**src/rtl/itf_pkg.sv**
```systemverilog
// shared constants, types and colour decode for the indexed texel fetch block
// no dependencies; used by itf_ctrl, itf_datapath and the top level
package itf_pkg;

    // store sizes in bytes
    localparam int IMAGE_BYTES   = 65536;
    localparam int PALETTE_BYTES = 4096;
    localparam int IMG_AW        = $clog2(IMAGE_BYTES);
    localparam int PAL_AW        = $clog2(PALETTE_BYTES);

    // texel number y*w+x, image byte address (up to four bytes per texel),
    // palette index and palette byte address
    localparam int T_W   = 21;
    localparam int IBA_W = T_W + 3;
    localparam int IDX_W = 14;
    localparam int PBA_W = IDX_W + 3;

    // command codes
    localparam logic [1:0] CMD_WR_IMG = 2'd0;
    localparam logic [1:0] CMD_WR_PAL = 2'd1;
    localparam logic [1:0] CMD_FETCH  = 2'd2;

    // texel and palette entry formats
    localparam logic [2:0] FMT_NONE   = 3'd0;
    localparam logic [2:0] FMT_RGB16  = 3'd1;
    localparam logic [2:0] FMT_RGB24  = 3'd2;
    localparam logic [2:0] FMT_RGBA32 = 3'd3;
    localparam logic [2:0] FMT_INDEX4 = 3'd4;
    localparam logic [2:0] FMT_INDEX8 = 3'd5;

    // configuration register indexes
    localparam logic [2:0] CFG_IMAGE_TYPE    = 3'd0;
    localparam logic [2:0] CFG_PALETTE_TYPE  = 3'd1;
    localparam logic [2:0] CFG_IMAGE_WIDTH   = 3'd2;
    localparam logic [2:0] CFG_IMAGE_HEIGHT  = 3'd3;
    localparam logic [2:0] CFG_PALETTE_COUNT = 3'd4;

    localparam logic [7:0] ALPHA_TEXEL   = 8'hFF;
    localparam logic [7:0] ALPHA_PALETTE = 8'h80;

    typedef struct packed {
        logic [2:0]  image_type;
        logic [7:0]  palette_type;
        logic [10:0] image_width;
        logic [10:0] image_height;
        logic [10:0] palette_color_count;
    } cfg_t;

    typedef struct packed {
        logic       load;
        logic       wr_img;
        logic       wr_pal;
        logic       mul;
        logic       iaddr;
        logic       pidx;
        logic       paddr;
        logic       rd_img;
        logic       rd_pal;
        logic [1:0] lane;
        logic       finish;
    } dp_cmd_t;

    typedef struct packed {
        logic       good;
        logic       indexed;
        logic [1:0] img_last;
        logic [1:0] pal_last;
    } dp_stat_t;

    // direct colour formats to packed rgba, r in the low byte
    function automatic logic [31:0] decode_color(logic [2:0] fmt, logic [31:0] v,
                                                 logic [7:0] alpha);
        logic [31:0] c;
        c = '0;
        case (fmt)
            FMT_RGB16:  c = {(v[15] ? alpha : 8'h00), v[14:10], 3'b000,
                             v[9:5], 3'b000, v[4:0], 3'b000};
            FMT_RGB24:  c = {8'hFF, v[23:0]};
            FMT_RGBA32: c = v;
            default:    c = '0;
        endcase
        return c;
    endfunction

endpackage

```
**src/rtl/itf_ctrl.sv**
```systemverilog
// sequencer for the indexed texel fetch: accepts items, steps the datapath
// through address, image read, palette lookup and result. depends on itf_pkg
module itf_ctrl (
    input  logic             clk,
    input  logic             rst_n,
    input  logic             start,
    input  logic [1:0]       cmd,
    input  itf_pkg::dp_stat_t stat,
    output itf_pkg::dp_cmd_t  dp_cmd,
    output logic             busy,
    output logic             done
);

    typedef enum logic [3:0] {
        S_IDLE,
        S_MUL,
        S_IADDR,
        S_ICHK,
        S_IRD,
        S_IRDW,
        S_PIDX,
        S_PADDR,
        S_PCHK,
        S_PRD,
        S_PRDW,
        S_DONE
    } state_t;

    state_t     state_reg;
    logic [1:0] k_reg;
    logic       done_reg;
    logic       accept;

    assign accept = start && (state_reg == S_IDLE);

    always_ff @(posedge clk or negedge rst_n)
    begin
        if (!rst_n)
        begin
            state_reg <= S_IDLE;
            k_reg     <= '0;
            done_reg  <= 1'b0;
        end
        else
        begin
            done_reg <= (state_reg == S_DONE);
            unique case (state_reg)
                S_IDLE:
                begin
                    k_reg <= '0;
                    if (accept && cmd == itf_pkg::CMD_FETCH)
                        state_reg <= S_MUL;
                end
                S_MUL:   state_reg <= S_IADDR;
                S_IADDR: state_reg <= S_ICHK;
                S_ICHK:  state_reg <= stat.good ? S_IRD : S_DONE;
                S_IRD:
                begin
                    if (k_reg == stat.img_last)
                    begin
                        k_reg     <= '0;
                        state_reg <= S_IRDW;
                    end
                    else
                        k_reg <= k_reg + 2'd1;
                end
                S_IRDW:  state_reg <= stat.indexed ? S_PIDX : S_DONE;
                S_PIDX:  state_reg <= S_PADDR;
                S_PADDR: state_reg <= S_PCHK;
                S_PCHK:  state_reg <= stat.good ? S_PRD : S_DONE;
                S_PRD:
                begin
                    if (k_reg == stat.pal_last)
                    begin
                        k_reg     <= '0;
                        state_reg <= S_PRDW;
                    end
                    else
                        k_reg <= k_reg + 2'd1;
                end
                S_PRDW:  state_reg <= S_DONE;
                S_DONE:  state_reg <= S_IDLE;
                default: state_reg <= S_IDLE;
            endcase
        end
    end

    always_comb
    begin
        dp_cmd        = '0;
        dp_cmd.load   = accept && (cmd == itf_pkg::CMD_FETCH);
        dp_cmd.wr_img = accept && (cmd == itf_pkg::CMD_WR_IMG);
        dp_cmd.wr_pal = accept && (cmd == itf_pkg::CMD_WR_PAL);
        dp_cmd.mul    = (state_reg == S_MUL);
        dp_cmd.iaddr  = (state_reg == S_IADDR);
        dp_cmd.pidx   = (state_reg == S_PIDX);
        dp_cmd.paddr  = (state_reg == S_PADDR);
        dp_cmd.rd_img = (state_reg == S_IRD);
        dp_cmd.rd_pal = (state_reg == S_PRD);
        dp_cmd.lane   = k_reg;
        dp_cmd.finish = (state_reg == S_DONE);
    end

    assign busy = (state_reg != S_IDLE);
    assign done = done_reg;

endmodule

```
**config.mk**
```make
export PLATFORM = sky130hd
export DESIGN_NAME = itf_ctrl
export DESIGN_NICKNAME = d
export VERILOG_FILES = /design/src/rtl/itf_pkg.sv /design/src/rtl/itf_ctrl.sv
export SDC_FILE = /design/constraint.sdc
export NUM_CORES = 1
export LEC_CHECK = 0
export BUFFER_PORTS_ARGS = -buffer_cell sky130_fd_sc_hd__buf_4
export CELL_PAD_IN_SITES_DETAIL_PLACEMENT = 0
export CELL_PAD_IN_SITES_GLOBAL_PLACEMENT = 1
export CORE_MARGIN = 1
export CORE_UTILIZATION = 28
export CTS_BUF_LIST = sky130_fd_sc_hd__clkbuf_8 sky130_fd_sc_hd__clkbuf_16
export DETAILED_ROUTE_END_ITERATION = 12
export PLACE_DENSITY_LB_ADDON = 0.1
export SLEW_MARGIN = 25
export SYNTH_ARGS = -nofsm -noshare
export SYNTH_HDL_FRONTEND = slang
export SYNTH_SLANG_ARGS = --single-unit
```
**constraint.sdc**
```tcl
create_clock -name clk -period 1.4 [get_ports clk]
set_input_delay 0.14 -clock clk [delete_from_list [all_inputs] [get_ports clk]]
set_output_delay 0.14 -clock clk [all_outputs]
set_load 0.01 [all_outputs]
```
==> results of run 1 <==
==> per-layer routing <==
metal,wire length (um),vias up,global-route usage (%)
met5,0,-,0
met4,0,0,7.06
met3,56,0,1.18
met2,700,20,24.4
met1,682,280,17.7
li1,-,307,-
==> cells by family after synthesis <==
group           share of synthesized area [%]
compound gates                           16.8
flops                                    31.8
xor+xnor                                 6.36
buf+inv                                  4.77
mux                                      3.86
simple gates                             36.4
==> synth_stat cells (all sizes together) (2+ instances only) <==
cell type and count:
nand2 6, a21oi 4, nor3 3, xor2 4
inv 2, nand2b 4, nor2 10, clkbuf 2
dfrtp 7, o21ai 5, nor2b 4, or2 3
==> power by group <==
part	switching, mW	total, mW	internal [mW]
Combinational	0.512	1.09	0.583
Sequential	0.169	0.470	0.301
Clock	0.0762	0.265	0.188
Total	0.756	1.83	1.07
==> final timing paths <==
check	from	end	slack, ps	cells after the start
min reg2reg	k_reg[1]	k_reg[1]	670	1
min in group clk	stat[4]	state_reg[3]	290	4
max reg2reg	state_reg[0]	k_reg[1]	20	4
max	state_reg[3]	dp_cmd[5]	8	4
min	rst_n	state_reg[3]	280	2
max in group asynchronous	rst_n	state_reg[1]	990	2
==> per-stage QoR <==
| stage | TNS [ps] | hold WS [ps] | setup slack (ps) | total power, mW |
|---|---|---|---|---|
| floorplan | 0 | -156 | 62.9 | 1.00 |
| global placement | 0 | -44.9 | 4.61 | 1.35 |
| detailed placement | 0 | -43.3 | 15.8 | 1.34 |
| CTS | -1.31 | 265 | -1.31 | 1.68 |
| global route | -200 | 292 | -42.9 | 1.99 |
| finish | 0 | 282 | 8.28 | 1.83 |
==> cells in the final DEF (no fill, tap or decap), types with 3 or more instances in the layout <==
cell / instances
sky130_fd_sc_hd__xor2_1: 4
sky130_fd_sc_hd__nor2b_1: 4
sky130_fd_sc_hd__nor3_1: 3
sky130_fd_sc_hd__dfrtp_2: 4
sky130_fd_sc_hd__nand2b_1: 4
sky130_fd_sc_hd__nand2_1: 5
sky130_fd_sc_hd__a21oi_1: 4
sky130_fd_sc_hd__clkbuf_8: 3
sky130_fd_sc_hd__nor2_1: 7
sky130_fd_sc_hd__buf_4: 30
sky130_fd_sc_hd__dfrtp_1: 3
==> area by class of cell <==
class / instances / area share [%]
Clock buffer: 3 / 4.48
Multi-Input combinational cell: 56 / 43.4
Sequential cell: 7 / 19.5
Inverter: 2 / 0.814
Timing Repair Buffer: 33 / 28.0
Clock inverter: 1 / 0.407
Tap cell: 25 / 3.39
==> timing repair <==
item / in CTS / in global routing
setup endpoints to repair: 5 / 13
hold buffers: 1 / 0
pin swaps: 1 / 5
gates resized for setup: 7 / 11
buffers inserted: 0 / 4
hold endpoints to repair: 7 / 0
==> flow_summary_export.csv, run 1 <==
group,metric,value,unit
sta,grt_setup_unrepaired,"true",
clock_tree,clock_tree.root_cell,"sky130_fd_sc_hd__clkbuf_8",
logic_synthesis,syn_area_per_cell,8.10,um^2
logic_synthesis,synth.lib_cells_used.distinct,30,
place,gp_congestion,0.734,
worst_setup_path,critical_path.slowest_cell,"sky130_fd_sc_hd__dfrtp_2",
sta,fmax,0.719,GHz
clock_tree,cts.sink_count,7,
drt,drt-wirelength-per-cell,11.3,um
logic_synthesis,yosys-top-cells-area,"sky130_fd_sc_hd__dfrtp_1 32%, sky130_fd_sc_hd__nor2_1 6.8%, sky130_fd_sc_hd__xor2_1 6.4%, sky130_fd_sc_hd__nand2b_1 4.5%, sky130_fd_sc_hd__nor2b_1 4.5%",
global_routing,initial_antenna_violation_count,0,
clock_tree,cts_tree,"yes",
die,core_region_area,0.00178,mm^2
finish,finalInstanceArea,922,um^2
die,initial_utilization,30.9,%
worst_setup_path,critical-path-top-cell-by-count,"sky130_fd_sc_hd__buf_4",
logic_synthesis,synth-warning-count,0,
logic_synthesis,yosys_most_used_dff,"sky130_fd_sc_hd__dfrtp_1",
global_routing,grt_start_max_net_pins,13,
drt,drc_errors,0,
drt,antenna_violating_nets_post_route,0,
status,outcome,"completed",
power_and_ir_drop,leakage,0.424,nW
worst_setup_path,crit_path_launch_type,"flip-flop",
worst_setup_path,path_max_fanout,12,
logic_synthesis,synth_top_area_share,31.8,%
sta,maxSlewViolCount,0,
worst_setup_path,critical-path-top-delay-family,"flip-flops",
finish,register_area,180,um^2
clock_tree,h-tree-depth,1,
drt,detailedRoute.firstIterationViolations,7,
worst_setup_path,largest_stage_delay_worst_path,440,ps
drt,routed_via_density,4.78,
logic_synthesis,async_reset_ff_share,100,%
logic_synthesis,synth.yosys.seq_area_share,31.8,%
clock_tree,insertion_delay_to_the_later_sink_of_the_worst_skew_pair,220,ps
global_routing,first_global_vias,527,
power_and_ir_drop,power.density_cell_area,1980,mW/mm^2
sta,fin_worst_skew,3.00,ps
sta,timing.final.crit_share,99.4,%
clock_tree,cts_buffer_depth,2,
finish,finish.utilization,51.7,%
sta,setup_viol,0,
sta,worst_slew_pin_slew,247,ps
finish,drive_above_1_share,52.0,%
worst_setup_path,critPathArrivalTime,1250,ps
global_routing,grt_util_all_layers,14.3,%
place,dpl.cell_count,118,
worst_setup_path,critical_path.endpoint_type,"primary output",
drt,routed_wl,1.44,mm
die,rows,15,
place,dp.final_hpwl,1.08,mm
global_routing,overflow,0,
worst_setup_path,critPathBufInv,2,
sta,report.final.hold_viol_count,0,
clock_tree,number_of_clock_buffers_inserted_by_tritoncts,3,
die,design.portCount,25,
power_and_ir_drop,worst_ir_drop_vdd,0.000778,V
sta,slew_headroom,83.5,%
logic_synthesis,synth-seq-cells,7,
worst_hold_path,holdCritPathClass,"in2async",
finish,layout.cells.non_filler,127,
run,cap_viol_max_count,0,
logic_synthesis,synth_enable_flop_cells,0,
logic_synthesis,yosysTopAreaCell,"sky130_fd_sc_hd__dfrtp_1",
global_routing,grt_pass1_wl,2.18,mm
logic_synthesis,synth_area,551,um^2
worst_setup_path,timing.critical_path.required,1260,ps
place,portBuffers,24,
finish,flip_flop_count_of_the_largest_register_all_copies_and_words_added,4,
die,die_x,46.3,um
sta,period_needed,1390,ps
die,floorplan.die_area,0.00215,mm^2
finish,antenna_cells_inserted,0,
logic_synthesis,synth_fp_nets,79,
drt,drt-pass1-iter-count,4,
finish,multi_input_area,400,um^2
drt,dr_total_vias,607,
clock_tree,clk_transition_reported_paths,40,ps
die,die-height,46.3,um
worst_setup_path,worstSetupPathType,"reg2out",
finish,n_fill_cell,177,
place,place_area,773,um^2
finish,syn2layout_area_growth,67.5,%
logic_synthesis,netlist_instances,68,
finish,num-nets-final,114,
worst_setup_path,critical_path.cell_chain,"buf_4 -> nand2b_1 -> nor2_1 -> buf_4",
No activity file was read; power rests on OpenSTA's default activity.
==> run 2, diff against run 1 <==
--- a/config.mk
+++ b/config.mk
@@ -5,8 +5,8 @@
 export SDC_FILE = /design/constraint.sdc
 export NUM_CORES = 1
 export LEC_CHECK = 0
-export BUFFER_PORTS_ARGS = -buffer_cell sky130_fd_sc_hd__buf_4
-export CELL_PAD_IN_SITES_DETAIL_PLACEMENT = 0
+export BUFFER_PORTS_ARGS = -buffer_cell sky130_fd_sc_hd__clkbuf_2
+export CELL_PAD_IN_SITES_DETAIL_PLACEMENT = 1
 export CELL_PAD_IN_SITES_GLOBAL_PLACEMENT = 1
 export CORE_MARGIN = 1
 export CORE_UTILIZATION = 28
==> run 2 against run 1 <==
Against the previous run:
- worst setup slack lost 12 ps
- highest routed layer is now met4
- die area is the same
- maximum frequency is 0.86% lower
- hold slack improved by 6.8 ps
- the flow now finishes with violations (setup timing)
==> flow_summary_export.csv, run 2 (same netlist as run 1, synthesis figures left out) <==
group,metric,value,unit
status,outcome,"finished with violations",
status,failed_checks,"setup timing",
finish,most-common-layout-cells,"16 x sky130_fd_sc_hd__clkbuf_2, 7 x sky130_fd_sc_hd__nor2_1, 7 x sky130_fd_sc_hd__buf_2",
worst_setup_path,critical_path.endpoint_type,"flip-flop",
drt,routed_via_density,4.88,
global_routing,grt_util_all_layers,17.3,%
drt,antenna_violating_nets_post_route,0,
worst_setup_path,timing.critical_path.required,1510,ps
clock_tree,number_of_clock_buffers_inserted_by_tritoncts,3,
drt,drt-pass1-iter-count,3,
global_routing,grt_start_max_net_pins,13,
sta,fmax,0.712,GHz
sta,period_needed,1400,ps
sta,worst_slew_pin_slew,240,ps
place,portBuffers,24,
clock_tree,cts_buffer_depth,2,
sta,fin_worst_skew,2.55,ps
worst_setup_path,largest_stage_delay_worst_path,450,ps
drt,detailedRoute.firstIterationViolations,3,
global_routing,grt_pass1_wl,2.63,mm
die,core_region_area,0.00178,mm^2
die,floorplan.die_area,0.00215,mm^2
worst_setup_path,critical_path.cell_chain,"buf_6 -> nor4b_4 -> o21ai_1 -> nand2_1 -> a221o_1",
sta,setup_viol,1,
sta,grt_setup_unrepaired,"true",
drt,dr_total_vias,629,
die,die-height,46.3,um
worst_setup_path,path_max_fanout,6,
die,rows,15,
drt,drc_errors,0,
clock_tree,cts_tree,"yes",
power_and_ir_drop,power.density_cell_area,2120,mW/mm^2
worst_setup_path,crit_path_launch_type,"flip-flop",
sta,maxSlewViolCount,0,
sta,timing.final.crit_share,100,%
global_routing,initial_antenna_violation_count,0,
global_routing,overflow,0,
clock_tree,clock_tree.root_cell,"sky130_fd_sc_hd__clkbuf_8",
finish,num-nets-final,116,
sta,report.final.hold_viol_count,0,
power_and_ir_drop,worst_ir_drop_vdd,0.00103,V
die,initial_utilization,30.9,%
drt,drt-wirelength-per-cell,14.0,um
worst_setup_path,worstSetupPathType,"reg2reg",
power_and_ir_drop,leakage,0.439,nW
drt,routed_wl,1.80,mm
sta,postLayoutSetupSlackWorst,-3.85,ps
place,dp.final_hpwl,1.19,mm
finish,drive_above_1_share,55.8,%
sta,slew_headroom,83.8,%
worst_setup_path,critPathBufInv,1,
finish,syn2layout_area_growth,69.3,%
place,gp_congestion,0.744,
sta,totalNegativeSetupSlack,-3.85,ps
clock_tree,cts.sink_count,7,
die,die_x,46.3,um
clock_tree,h-tree-depth,1,
worst_setup_path,critical_path.slowest_cell,"sky130_fd_sc_hd__dfrtp_2",
finish,antenna_cells_inserted,0,
finish,flip_flop_count_of_the_largest_register_all_copies_and_words_added,4,
place,dpl.cell_count,119,
clock_tree,insertion_delay_to_the_later_sink_of_the_worst_skew_pair,230,ps
worst_setup_path,critPathArrivalTime,1510,ps
global_routing,first_global_vias,595,
run,cap_viol_max_count,0,
clock_tree,clk_transition_reported_paths,40,ps
worst_setup_path,critical-path-top-delay-family,"compound AO/OA/AOI/OAI gates",
worst_hold_path,holdCritPathClass,"in2reg",
finish,layout.cells.non_filler,129,
die,design.portCount,25,
finish,final_common_cell,"sky130_fd_sc_hd__clkbuf_2",
run 2: changes by cell type in the layout (fill, tap and decap cells not counted), sizes merged:
cell,change
buf,-14
clkbuf,+16
run 2: worst paths after layout:
check | end | depth (start not counted) | slack, ps | from
min reg2reg | state_reg[1] | 3 | 700 | state_reg[2]
min | state_reg[3] | 4 | 290 | stat[4]
max reg2reg | k_reg[1] | 5 | -4 | state_reg[2]
max in group asynchronous | state_reg[2] | 2 | 870 | rst_n
max | k_reg[1] | 5 | -4 | state_reg[2]
min in group asynchronous | k_reg[1] | 2 | 330 | rst_n
run 2: layer usage:
metal	vias up	track usage, %	wire length, um
met4	0	7.06	44
li1	311	-	-
met3	4	3.92	71
met5	-	0	0
met1	294	20.7	759
met2	20	29.2	925
run 2: layout make-up:
cell class                 count  area [um^2]
sequential                     7          180
clock buffer                   3         41.3
timing repair buffer          35          234
tap                           25         31.3
inverter                       2         7.51
multi-input combinational     56          434
fill                         223          851
clock inverter                 1         3.75
run 2: timing repair:
item / 4_1_cts / 5_1_grt
endpoints found under the setup margin: 7 / 11
gates resized for setup: 13 / 23
hold buffers: 1 / 0
hold endpoints to repair: 7 / 0
pin swaps: 1 / 8
buffers inserted: 2 / 3
run 2: tightest hold or removal path, delay by kind of cell:
kind                   cells  cell delay [ps]
AND/OR/NAND/NOR            1               40
AO/OA/AOI/OAI              2              200
buffers and inverters      1               90
run 2: metrics by stage:
step / hold WS, ps / setup slack [ps] / total power, mW / instance area [um^2] / util [%]
floorplan: -156 / 62.9 / 1.00 / 551 / -
global placement: -15.6 / 51.6 / 1.30 / 721 / 40.4
detailed placement: -14.6 / 46.2 / 1.31 / 721 / 40.4
CTS: 286 / -0.105 / 1.75 / 836 / 46.9
global route: 354 / -42.7 / 2.12 / 932 / 52.3
finish: 289 / -3.85 / 1.98 / 932 / 52.3
run 2: power by group:
| part | total (mW) | switching [mW] | internal (mW) |
|---|---|---|---|
| logic | 1.23 | 0.598 | 0.635 |
| clock network | 0.281 | 0.0911 | 0.190 |
| registers | 0.465 | 0.164 | 0.301 |
| total | 1.98 | 0.854 | 1.13 |
==> run 3, diff against run 2 <==
--- a/config.mk
+++ b/config.mk
@@ -10,9 +10,10 @@
 export CELL_PAD_IN_SITES_GLOBAL_PLACEMENT = 1
 export CORE_MARGIN = 1
 export CORE_UTILIZATION = 28
-export CTS_BUF_LIST = sky130_fd_sc_hd__clkbuf_8 sky130_fd_sc_hd__clkbuf_16
 export DETAILED_ROUTE_END_ITERATION = 12
+export GPL_ROUTABILITY_DRIVEN = 0
 export PLACE_DENSITY_LB_ADDON = 0.1
+export REMOVE_ABC_BUFFERS = 1
 export SLEW_MARGIN = 25
 export SYNTH_ARGS = -nofsm -noshare
 export SYNTH_HDL_FRONTEND = slang
==> run 3 against run 2 <==
Against the previous run:
- largest power group unchanged
- maximum frequency about the same
- critical path type is now reg2out
- cell area increased by 2.3%
- the run still ends with setup timing left
- die area unchanged
- clock power decreased by 37%
- critical path depth is 1 lower
- clock skew about the same
==> flow_summary_export.csv, run 3 (same netlist as run 1, synthesis figures left out) <==
group,metric,value,unit
finish,antenna_cells_inserted,0,
sta,worst_slew_pin_slew,257,ps
die,die-height,46.3,um
worst_setup_path,regToRegSetupSlack,-4,ps
finish,syn2layout_area_growth,73.2,%
global_routing,grt_util_all_layers,17.0,%
sta,slew_headroom,82.8,%
sta,fin_worst_skew,2.45,ps
global_routing,grt_start_max_net_pins,9,
clock_tree,cts_buffer_depth,2,
worst_setup_path,r2r_start,"state_reg[3]",
clock_tree,cts_tree,"yes",
worst_setup_path,path_max_fanout,7,
worst_setup_path,worstSetupPathType,"reg2out",
finish,finish.utilization,53.5,%
clock_tree,clock_tree.root_cell,"sky130_fd_sc_hd__clkbuf_4",
sta,setup_viol,2,
status,failed_checks,"setup timing",
worst_setup_path,crit_path_launch_type,"flip-flop",
sta,fmax,0.712,GHz
die,design.portCount,25,
drt,dr_total_vias,631,
power_and_ir_drop,leakage,0.451,nW
finish,layout.cells.non_filler,134,
global_routing,grt_pass1_wl,2.53,mm
clock_tree,cts.sink_count,7,
die,initial_utilization,30.9,%
drt,routed_via_density,4.71,
finish,most-common-layout-cells,"17 x sky130_fd_sc_hd__clkbuf_2, 11 x sky130_fd_sc_hd__buf_4, 6 x sky130_fd_sc_hd__nor2_1, 6 x sky130_fd_sc_hd__buf_2, 5 x sky130_fd_sc_hd__buf_6",
drt,drc_errors,0,
power_and_ir_drop,post-layout-total-power,1.99,mW
place,dpl.cell_count,119,
die,die_x,46.3,um
worst_hold_path,holdCritPathClass,"in2async",
global_routing,first_global_vias,586,
finish,num-nets-final,121,
finish,n_fill_cell,239,
sta,timing.final.crit_share,100,%
place,place_area,721,um^2
sta,totalNegativeSetupSlack,-6.97,ps
finish,flip_flop_count_of_the_largest_register_all_copies_and_words_added,4,
worst_setup_path,critPathArrivalTime,1260,ps
status,outcome,"finished with violations",
drt,drt-pass1-iter-count,1,
worst_setup_path,timing.critical_path.required,1260,ps
run,cap_viol_max_count,0,
global_routing,initial_antenna_violation_count,0,
die,rows,15,
worst_setup_path,reg2regPathDepth,5,
place,dp_worst_setup_slack,-3.21,ps
clock_tree,number_of_clock_buffers_inserted_by_tritoncts,3,
clock_tree,h-tree-depth,1,
sta,hold-worst-slack,252,ps
place,portBuffers,24,
drt,antenna_violating_nets_post_route,0,
die,core_region_area,0.00178,mm^2
sta,maxSlewViolCount,0,
power_and_ir_drop,worst_ir_drop_vdd,0.00118,V
finish,finalInstanceArea,953,um^2
die,floorplan.die_area,0.00215,mm^2
clock_tree,insertion_delay_to_the_later_sink_of_the_worst_skew_pair,240,ps
worst_setup_path,worst_r2r_endpoint,"k_reg[1]",
sta,report.final.hold_viol_count,0,
sta,period_needed,1400,ps
place,dp.final_hpwl,1.24,mm
finish,drive_above_1_share,59.6,%
drt,routed_wl,1.69,mm
finish,final_common_cell,"sky130_fd_sc_hd__clkbuf_2",
drt,detailedRoute.firstIterationViolations,0,
sta,grt_setup_unrepaired,"true",
clock_tree,clk_transition_reported_paths,50,ps
power_and_ir_drop,power.density_cell_area,2080,mW/mm^2
sta,postLayoutSetupSlackWorst,-4.05,ps
drt,drt-wirelength-per-cell,12.6,um
worst_setup_path,critical_path.endpoint_type,"primary output",
global_routing,overflow,0,
[run 3: cell count changes in the layout (fill, tap and decap cells not counted), moves of 2 or more]
cell,delta
sky130_fd_sc_hd__clkbuf_4,+3
sky130_fd_sc_hd__nand2_2,+2
sky130_fd_sc_hd__clkbuf_8,-3
sky130_fd_sc_hd__nand2_1,-2
sky130_fd_sc_hd__buf_4,+6
[run 3: worst max path at each step]
| stage | from | to | slack, ps | cells past startpoint |
|---|---|---|---|---|
| global route | state_reg[0] | dp_cmd[11] | -80 | 4 |
| global placement | state_reg[2] | state_reg[0] | 30 | 5 |
| floorplan | state_reg[2] | k_reg[1] | 30 | 3 |
| finish | state_reg[0] | dp_cmd[10] | -4 | 4 |
| CTS | state_reg[3] | dp_cmd[4] | 1 | 3 |
| detailed placement | state_reg[3] | k_reg[1] | -3 | 4 |
[run 3: cell type report]
class	count	area, um^2	share of cell area, %
Multi-Input combinational cell	56	444	46.6
Sequential cell	7	180	18.9
Tap cell	25	31.3	3.28
Inverter	2	7.51	0.787
Clock buffer	4	26.3	2.76
Timing Repair Buffer	40	264	27.7
[run 3: power by group]
part	switching, mW	leakage, nW	internal, mW
registers	0.172	0.0846	0.301
clock network	0.0693	0.0150	0.108
logic	0.634	0.351	0.703
[run 3: routing by layer]
metal | GRT usage [%] | vias to the layer above | routed length (um)
li1 | - | 320 | -
met1 | 20.0 | 301 | 721
met2 | 30.3 | 10 | 934
met3 | 2.35 | 0 | 38
met4 | 7.06 | 0 | 0
met5 | 0 | - | 0
[run 3: critical path: stages (launching register included)]
cell and delay [ps]:
sky130_fd_sc_hd__dfrtp_2 480, sky130_fd_sc_hd__nor2_4 160, sky130_fd_sc_hd__nand3_4 90, sky130_fd_sc_hd__nor3_1 130, sky130_fd_sc_hd__buf_2 160
[run 3: what timing repair did]
item,CTS,global route
setup endpoints to repair,10,13
hold endpoints to repair,7,0
setup buffers,9,1
pin swaps,8,4
resized for setup,20,17
hold buffers,1,0
